===== src/hdl/ftks_pkg.sv =====
package ftks_pkg;

    localparam int ID_W     = 31;
    localparam int RATING_W = 16;
    localparam int COUNT_W  = 5;
    localparam int RANK_W   = 5;
    localparam int CFG_IDX_W = 1;
    localparam int Q_DEPTH  = 4;
    localparam int Q_PTR_W  = $clog2(Q_DEPTH);

    localparam logic [CFG_IDX_W-1:0] CFG_TARGET_USER = 1'd0;
    localparam logic [CFG_IDX_W-1:0] CFG_TOP_COUNT   = 1'd1;

    typedef struct packed {
        logic [ID_W-1:0]     reviewer_id;
        logic [ID_W-1:0]     item_id;
        logic [RATING_W-1:0] rating;
        logic                end_of_list;
    } in_item_t;

    typedef struct packed {
        logic [ID_W-1:0]     best_item;
        logic [RATING_W-1:0] best_rating;
        logic [RANK_W-1:0]   rank;
        logic                last_result;
    } result_t;

    typedef struct packed {
        logic [ID_W-1:0]     item_id;
        logic [RATING_W-1:0] rating;
        logic                hit;
        logic                last;
    } q_entry_t;

    typedef struct packed {
        logic     push;
        q_entry_t entry;
    } q_push_t;

    typedef struct packed {
        logic full;
        logic empty;
    } q_status_t;

endpackage


===== src/hdl/filtered_top_k_selector_top.sv =====
// channel   direction  handshake                      payload
// item      in         start & !busy                  ftks_pkg::in_item_t
// result    out        result_valid, one cycle        ftks_pkg::result_t
// config    in         cfg_valid & cfg_ready          cfg_index, cfg_data
//
// One record per cycle is taken while busy is low; hits and closing records
// enter a 4-deep queue. The sorter drains one per cycle outside emission,
// comparing against all kept entries in parallel. A closing record starts
// emission of the kept entries, one result per cycle; the queue holds
// arrivals meanwhile and busy rises when it is full. The result port cannot
// be stalled. Reset is asynchronous: table empty, target_user 0, top_count 20.
module filtered_top_k_selector_top
#(
    parameter int MAX_KEPT = 20
)
(
    input  logic                                 clk,
    input  logic                                 rst_n,
    input  logic                                 start,
    output logic                                 busy,
    input  ftks_pkg::in_item_t                   item,
    output ftks_pkg::result_t                    result,
    output logic                                 result_valid,
    input  logic                                 cfg_valid,
    output logic                                 cfg_ready,
    input  logic [ftks_pkg::CFG_IDX_W-1:0]       cfg_index,
    input  logic [ftks_pkg::ID_W-1:0]            cfg_data
);

    logic [ftks_pkg::ID_W-1:0]    target_user_reg;
    logic [ftks_pkg::COUNT_W-1:0] top_count_reg;

    ftks_pkg::q_push_t   q_push;
    ftks_pkg::q_status_t q_status;
    ftks_pkg::q_entry_t  head;
    logic                pop;

    assign cfg_ready = 1'b1;

    always_ff @(posedge clk or negedge rst_n)
    begin
        if (!rst_n)
        begin
            target_user_reg <= '0;
            top_count_reg   <= ftks_pkg::COUNT_W'(20);
        end
        else if (cfg_valid && cfg_ready)
        begin
            unique case (cfg_index)
                ftks_pkg::CFG_TARGET_USER:
                begin
                    target_user_reg <= cfg_data;
                end
                ftks_pkg::CFG_TOP_COUNT:
                begin
                    top_count_reg <= cfg_data[ftks_pkg::COUNT_W-1:0];
                end
                default:
                begin
                end
            endcase
        end
    end

    ftks_front u_front
    (
        .start       (start),
        .item        (item),
        .target_user (target_user_reg),
        .q_status    (q_status),
        .busy        (busy),
        .q_push      (q_push)
    );

    ftks_queue u_queue
    (
        .clk      (clk),
        .rst_n    (rst_n),
        .q_push   (q_push),
        .pop      (pop),
        .head     (head),
        .q_status (q_status)
    );

    ftks_back
    #(
        .MAX_KEPT (MAX_KEPT)
    )
    u_back
    (
        .clk          (clk),
        .rst_n        (rst_n),
        .top_count    (top_count_reg),
        .head         (head),
        .q_status     (q_status),
        .pop          (pop),
        .result       (result),
        .result_valid (result_valid)
    );

endmodule


===== src/hdl/ftks_front.sv =====
module ftks_front
(
    input  logic                          start,
    input  ftks_pkg::in_item_t            item,
    input  logic [ftks_pkg::ID_W-1:0]     target_user,
    input  ftks_pkg::q_status_t           q_status,
    output logic                          busy,
    output ftks_pkg::q_push_t             q_push
);

    logic hit;

    assign hit  = (item.reviewer_id == target_user);
    assign busy = q_status.full;

    // non-matching records that do not close the list carry no work
    always_comb
    begin
        q_push.push          = start && !q_status.full && (hit || item.end_of_list);
        q_push.entry.item_id = item.item_id;
        q_push.entry.rating  = item.rating;
        q_push.entry.hit     = hit;
        q_push.entry.last    = item.end_of_list;
    end

endmodule


===== src/hdl/ftks_queue.sv =====
module ftks_queue
(
    input  logic                  clk,
    input  logic                  rst_n,
    input  ftks_pkg::q_push_t     q_push,
    input  logic                  pop,
    output ftks_pkg::q_entry_t    head,
    output ftks_pkg::q_status_t   q_status
);

    ftks_pkg::q_entry_t mem [ftks_pkg::Q_DEPTH];

    logic [ftks_pkg::Q_PTR_W-1:0] wr_ptr_reg, wr_ptr_next;
    logic [ftks_pkg::Q_PTR_W-1:0] rd_ptr_reg, rd_ptr_next;
    logic [ftks_pkg::Q_PTR_W:0]   fill_reg, fill_next;
    logic                         do_pop;

    assign q_status.full  = (fill_reg == (ftks_pkg::Q_PTR_W+1)'(ftks_pkg::Q_DEPTH));
    assign q_status.empty = (fill_reg == '0);
    assign do_pop         = pop && !q_status.empty;
    assign head           = mem[rd_ptr_reg];

    always_comb
    begin
        wr_ptr_next = wr_ptr_reg;
        rd_ptr_next = rd_ptr_reg;
        fill_next   = fill_reg;
        if (q_push.push)
        begin
            wr_ptr_next = wr_ptr_reg + 1'b1;
        end
        if (do_pop)
        begin
            rd_ptr_next = rd_ptr_reg + 1'b1;
        end
        if (q_push.push && !do_pop)
        begin
            fill_next = fill_reg + 1'b1;
        end
        else if (!q_push.push && do_pop)
        begin
            fill_next = fill_reg - 1'b1;
        end
    end

    always_ff @(posedge clk)
    begin
        if (q_push.push)
        begin
            mem[wr_ptr_reg] <= q_push.entry;
        end
    end

    always_ff @(posedge clk or negedge rst_n)
    begin
        if (!rst_n)
        begin
            wr_ptr_reg <= '0;
            rd_ptr_reg <= '0;
            fill_reg   <= '0;
        end
        else
        begin
            wr_ptr_reg <= wr_ptr_next;
            rd_ptr_reg <= rd_ptr_next;
            fill_reg   <= fill_next;
        end
    end

endmodule


===== src/hdl/ftks_back.sv =====
module ftks_back
#(
    parameter int MAX_KEPT = 20
)
(
    input  logic                              clk,
    input  logic                              rst_n,
    input  logic [ftks_pkg::COUNT_W-1:0]      top_count,
    input  ftks_pkg::q_entry_t                head,
    input  ftks_pkg::q_status_t               q_status,
    output logic                              pop,
    output ftks_pkg::result_t                 result,
    output logic                              result_valid
);

    localparam int CW = $clog2(MAX_KEPT + 1);

    localparam logic ST_RUN  = 1'b0;
    localparam logic ST_EMIT = 1'b1;

    logic                            state_reg, state_next;
    logic [CW-1:0]                   count_reg, count_next;
    logic [CW-1:0]                   rank_reg, rank_next;
    logic [ftks_pkg::ID_W-1:0]       items_reg [MAX_KEPT];
    logic [ftks_pkg::ID_W-1:0]       items_next [MAX_KEPT];
    logic [ftks_pkg::RATING_W-1:0]   ratings_reg [MAX_KEPT];
    logic [ftks_pkg::RATING_W-1:0]   ratings_next [MAX_KEPT];
    ftks_pkg::result_t               result_reg, result_next;
    logic                            result_valid_reg, result_valid_next;

    logic [CW-1:0]                   lim;
    logic [CW-1:0]                   n_eff;
    logic [CW-1:0]                   n_after;
    logic [MAX_KEPT-1:0]             ge;
    logic                            at_lim_ge;
    logic                            do_insert;
    logic                            emit_last;

    assign pop          = (state_reg == ST_RUN) && !q_status.empty;
    assign result       = result_reg;
    assign result_valid = result_valid_reg;

    always_comb
    begin
        if (top_count == '0)
        begin
            lim = CW'(1);
        end
        else if (32'(top_count) > 32'(MAX_KEPT))
        begin
            lim = CW'(MAX_KEPT);
        end
        else
        begin
            lim = CW'(top_count);
        end
        n_eff = (count_reg > lim) ? lim : count_reg;
    end

    // parallel compare against every kept entry; ge is a prefix of the table
    always_comb
    begin
        at_lim_ge = 1'b0;
        for (int j = 0; j < MAX_KEPT; j++)
        begin
            ge[j] = (CW'(j) < n_eff) && (ratings_reg[j] >= head.rating);
            if (ge[j] && (CW'(j + 1) == lim))
            begin
                at_lim_ge = 1'b1;
            end
        end
        do_insert = pop && head.hit && !at_lim_ge;
        n_after   = (do_insert && (n_eff < lim)) ? n_eff + 1'b1 : n_eff;
    end

    assign emit_last = (CW'(rank_reg + 1'b1) == count_reg);

    always_comb
    begin
        state_next        = state_reg;
        count_next        = count_reg;
        rank_next         = rank_reg;
        result_next       = result_reg;
        result_valid_next = 1'b0;
        for (int j = 0; j < MAX_KEPT; j++)
        begin
            items_next[j]   = items_reg[j];
            ratings_next[j] = ratings_reg[j];
        end

        unique case (state_reg)
            ST_RUN:
            begin
                if (pop)
                begin
                    if (do_insert)
                    begin
                        for (int j = 0; j < MAX_KEPT; j++)
                        begin
                            if (!ge[j])
                            begin
                                if (j == 0 || ge[(j == 0) ? 0 : j - 1])
                                begin
                                    items_next[j]   = head.item_id;
                                    ratings_next[j] = head.rating;
                                end
                                else
                                begin
                                    items_next[j]   = items_reg[(j == 0) ? 0 : j - 1];
                                    ratings_next[j] = ratings_reg[(j == 0) ? 0 : j - 1];
                                end
                            end
                        end
                    end
                    count_next = n_after;
                    rank_next  = '0;
                    if (head.last && (n_after != '0))
                    begin
                        state_next = ST_EMIT;
                    end
                end
            end
            ST_EMIT:
            begin
                result_next.best_item   = items_reg[0];
                result_next.best_rating = ratings_reg[0];
                result_next.rank        = ftks_pkg::RANK_W'(rank_reg);
                result_next.last_result = emit_last;
                result_valid_next       = 1'b1;
                for (int j = 0; j < MAX_KEPT - 1; j++)
                begin
                    items_next[j]   = items_reg[j + 1];
                    ratings_next[j] = ratings_reg[j + 1];
                end
                rank_next = rank_reg + 1'b1;
                if (emit_last)
                begin
                    count_next = '0;
                    state_next = ST_RUN;
                end
            end
            default:
            begin
                state_next = ST_RUN;
            end
        endcase
    end

    always_ff @(posedge clk)
    begin
        for (int j = 0; j < MAX_KEPT; j++)
        begin
            items_reg[j]   <= items_next[j];
            ratings_reg[j] <= ratings_next[j];
        end
        result_reg <= result_next;
    end

    always_ff @(posedge clk or negedge rst_n)
    begin
        if (!rst_n)
        begin
            state_reg        <= ST_RUN;
            count_reg        <= '0;
            rank_reg         <= '0;
            result_valid_reg <= 1'b0;
        end
        else
        begin
            state_reg        <= state_next;
            count_reg        <= count_next;
            rank_reg         <= rank_next;
            result_valid_reg <= result_valid_next;
        end
    end

endmodule

===== config.mk =====
export PLATFORM = sky130hd
export DESIGN_NAME = filtered_top_k_selector_top
export DESIGN_NICKNAME = d
export VERILOG_FILES = /design/src/hdl/ftks_pkg.sv /design/src/hdl/filtered_top_k_selector_top.sv /design/src/hdl/ftks_front.sv /design/src/hdl/ftks_queue.sv /design/src/hdl/ftks_back.sv
export SDC_FILE = /design/constraint.sdc
export NUM_CORES = 2
export LEC_CHECK = 0
export CAP_MARGIN = 15
export CORE_UTILIZATION = 45
export CTS_CLUSTER_DIAMETER = 30
export DETAILED_ROUTE_END_ITERATION = 7
export DONT_BUFFER_PORTS = 1
export MAX_ROUTING_LAYER = met4
export PLACE_DENSITY = 0.63
export SLEW_MARGIN = 0
export SYNTH_ARGS = -nofsm -noshare
export SYNTH_HDL_FRONTEND = slang
export SYNTH_HIERARCHICAL = 1
export SYNTH_SLANG_ARGS = --single-unit

===== constraint.sdc =====
create_clock -name clk -period 7.6 [get_ports clk]
set_clock_uncertainty 0.15 [all_clocks]
set_input_delay 1.52 -clock clk [delete_from_list [all_inputs] [get_ports clk]]
set_output_delay 1.52 -clock clk [all_outputs]
set_load 0.05 [all_outputs]

==> impl_metrics.env <==
export IMPL_dp_slack_ps=1410
export IMPL_mostFrequentLayoutCells="1,189 x edfxtp_1, 1,001 x nand2_1, 804 x o21ai_0"
export IMPL_path_cells="mux4_2 > clkinv_1 > buf_4 > ha_1 > o2111ai_1 > o31a_1 > o41ai_2 > o21ai_4 > o221ai_1 > nor4_4 > nand3_4 > buf_12 > buf_12 > o21ai_0"
export IMPL_drc_errors=0
export IMPL_path_clk_slew_ps=50
export IMPL_finalHoldViolCount=0
export IMPL_drive_gt1_share_pct=11.2
export IMPL_grt_max_degree=193
export IMPL_dieArea_mm2=0.148
export IMPL_crit_type="flop to flop"
export IMPL_crit_reg2reg_launch="u_queue/rd_ptr_reg[0]"
export IMPL_antenna_found_initial=1
export IMPL_dr_first_iter_drc_count=6148
export IMPL_start_kind="flop"
export IMPL_fin_nets=6761
export IMPL_synth_warnings=6
export IMPL_required_ps=8030
export IMPL_post_cts_resized=0
export IMPL_syn_area_per_cell_um2=10.4
export IMPL_gp_congestion=0.914
export IMPL_wirelength_um=175000
export IMPL_critPathMaxFanout=116
export IMPL_hpwl_um=113000
export IMPL_synth_top_area_share_pct=54.0
export IMPL_cts_tree="built"
export IMPL_tightestPinTransition_ps=1190
export IMPL_crit_top_cell="buf_12"
export IMPL_numClockSinks=1244
export IMPL_via_per_inst=5.78
export IMPL_worstPathBufferInverterCount=4
export IMPL_critPathMaxStageDelay_ps=920
export IMPL_crit_start="u_queue/rd_ptr_reg[0]"
export IMPL_die_y_um=385
export IMPL_cap_violations=0
export IMPL_grtUsageTotal_pct=24.0
export IMPL_rsz0062_at_grt="no"
export IMPL_antenna_cells=0
export IMPL_grt_pass1_vias=46500
export IMPL_outcome="finished, final reports clean"
export IMPL_grt_overflow=0
export IMPL_worstRegToRegCells=14
export IMPL_io_pins=171
export IMPL_worst_slack_ps=1180
export IMPL_hold_path_class="input port to asynchronous set/reset pin"
export IMPL_cts_buffer_depth=4
export IMPL_synthCells=6360
export IMPL_period_needed_ps=6420
export IMPL_final_max_slew_viol_count=0
export IMPL_htree_levels=5
export IMPL_wl_per_cell_um=20.7
export IMPL_end_kind="flop"
export IMPL_yosys_top_cells_area="edfxtp_1 54%, ha_1 6.4%, o21ai_0 6.1%"
export IMPL_ant_nets=0
export IMPL_port_buffers=0
export IMPL_crit_slowest_cell="o41ai_2"
export IMPL_mostFrequentLayoutCell="edfxtp_1"
export IMPL_ctsHoldBuffers=0
export IMPL_ys_async_sr_fraction_pct=4.42
export IMPL_reg2reg_slack_ps=1180
export IMPL_setup_viol=0
export IMPL_relSlewSlack_pct=20.7
export IMPL_fmaxAchievable_ghz=0.156
export IMPL_yosysTopAreaCell="edfxtp_1"
export IMPL_insertion_delay_ps=880
export IMPL_arrival_ps=6840
export IMPL_grt_pass1_wl_um=272000
export IMPL_areaGrowthSynthToFinish_pct=17.9
export IMPL_start_util_pct=45.3
export IMPL_place_inst=7904
export IMPL_r2r_end="u_back/items_reg[4][54]"
export IMPL_vias=48900
export IMPL_drt_first_pass_iters=6
export IMPL_finalNonFillerCells=8456
export IMPL_n_fill_cell=12500
export IMPL_yosys_cell_types_count=85
export IMPL_yosysSeqAreaShare_pct=56.1
export IMPL_crit_family="compound AO/OA/AOI/OAI gates"
export IMPL_synth_seq_cells=1244
export IMPL_core_mm2=0.146
export IMPL_postCtsSetupRepairBufs=0
export IMPL_cts_buffers=319
export IMPL_fp_dieW_um=385
export IMPL_largest_reg_flops=620
export IMPL_root_buffer="clkbuf_16"
export IMPL_period_share_pct=84.4
export IMPL_ys_flop_type="edfxtp_1"
export IMPL_synth_edf_count=1189
export IMPL_synth_nets=6812
export IMPL_syn_area_mm2=0.0661
export IMPL_rows=140
routing by layer:
layer  vias to the layer above  GRT usage [%]  routed length, um
met2                      2189           32.4              73600
met5                         -              -                  0
met3                       349           4.79              15500
li1                      23000              -                  -
met4                         0           7.52               4030
met1                     23300           35.7              81700
final cells by class:
cell class	count	area (um^2)	share of cell area [%]
sequential	1244	37100	47.6
clock inverter	173	1740	2.24
clock buffer	378	8490	10.9
timing repair buffer	126	1300	1.67
multi-input combinational	4527	26500	34.0
inverter	91	342	0.439
tap	1917	2400	3.08
synthesized netlist by cell type (12+ instances only):
library cell	instances
nor3_1	29
dfrtp_1	53
o211ai_1	34
mux2i_1	207
o21ai_0	809
xnor2_1	19
o21a_1	17
clkbuf_1	375
o21ai_1	203
a21o_1	28
ha_1	336
nand3_1	25
mux2_2	37
mux4_2	48
a211oi_1	40
clkinv_1	16
a21oi_1	733
nand2b_1	16
a2111oi_0	12
nor4_1	15
buf_6	24
nand2_1	1011
xor2_1	29
buf_1	18
buf_2	19
buf_4	54
nor2_1	704
o22ai_1	22
nand4_1	33
edfxtp_1	1189
inv_1	74
worst max-delay path by stage:
stage / endpoint / cells after the start
after floorplan: u_back/items_reg[0][31] / 17
after global placement: u_back/items_reg[0][43] / 14
after detailed placement: u_back/items_reg[0][42] / 13
after CTS: u_back/items_reg[0][47] / 14
after global routing: u_back/items_reg[4][54] / 16
final: u_back/items_reg[4][54] / 14
worst reg2reg max path, stage by stage (launching register included):
cell       delay [ps]
dfrtp_4           640
mux4_2            510
clkinv_1          540
buf_4             430
ha_1              320
o2111ai_1         110
o31a_1            350
o41ai_2           920
o21ai_4           120
o221ai_1          320
nor4_4            100
nand3_4           290
buf_12            430
buf_12            590
o21ai_0           320
logic make-up (layout without fill, tap and decap cells):
family,Yosys count,count (layout),share of synthesized area (%)
mux,295,295,5.49
fa+ha+maj,337,337,6.39
other cells,1,1,0.00568
flops,1244,1244,56.1
compound gates,1966,1966,15.9
simple gates,1880,1880,11.3
buf+inv,589,768,4.13
xor+xnor,48,48,0.636
stage by stage:
stage | area (um^2) | TNS [ps] | hold slack [ps] | utilization, %
floorplan | 66100 | -110890 | 276 | -
global placement | 67600 | 0 | 303 | 46.4
detailed placement | 67600 | 0 | 303 | 46.4
CTS | 77800 | 0 | 129 | 53.4
global route | 77900 | 0 | 144 | 53.4
finish | 77900 | 0 | 192 | 53.4
Power is not shown: default switching activity piles up to over one toggle a cycle in this logic, so the estimate is an artifact.
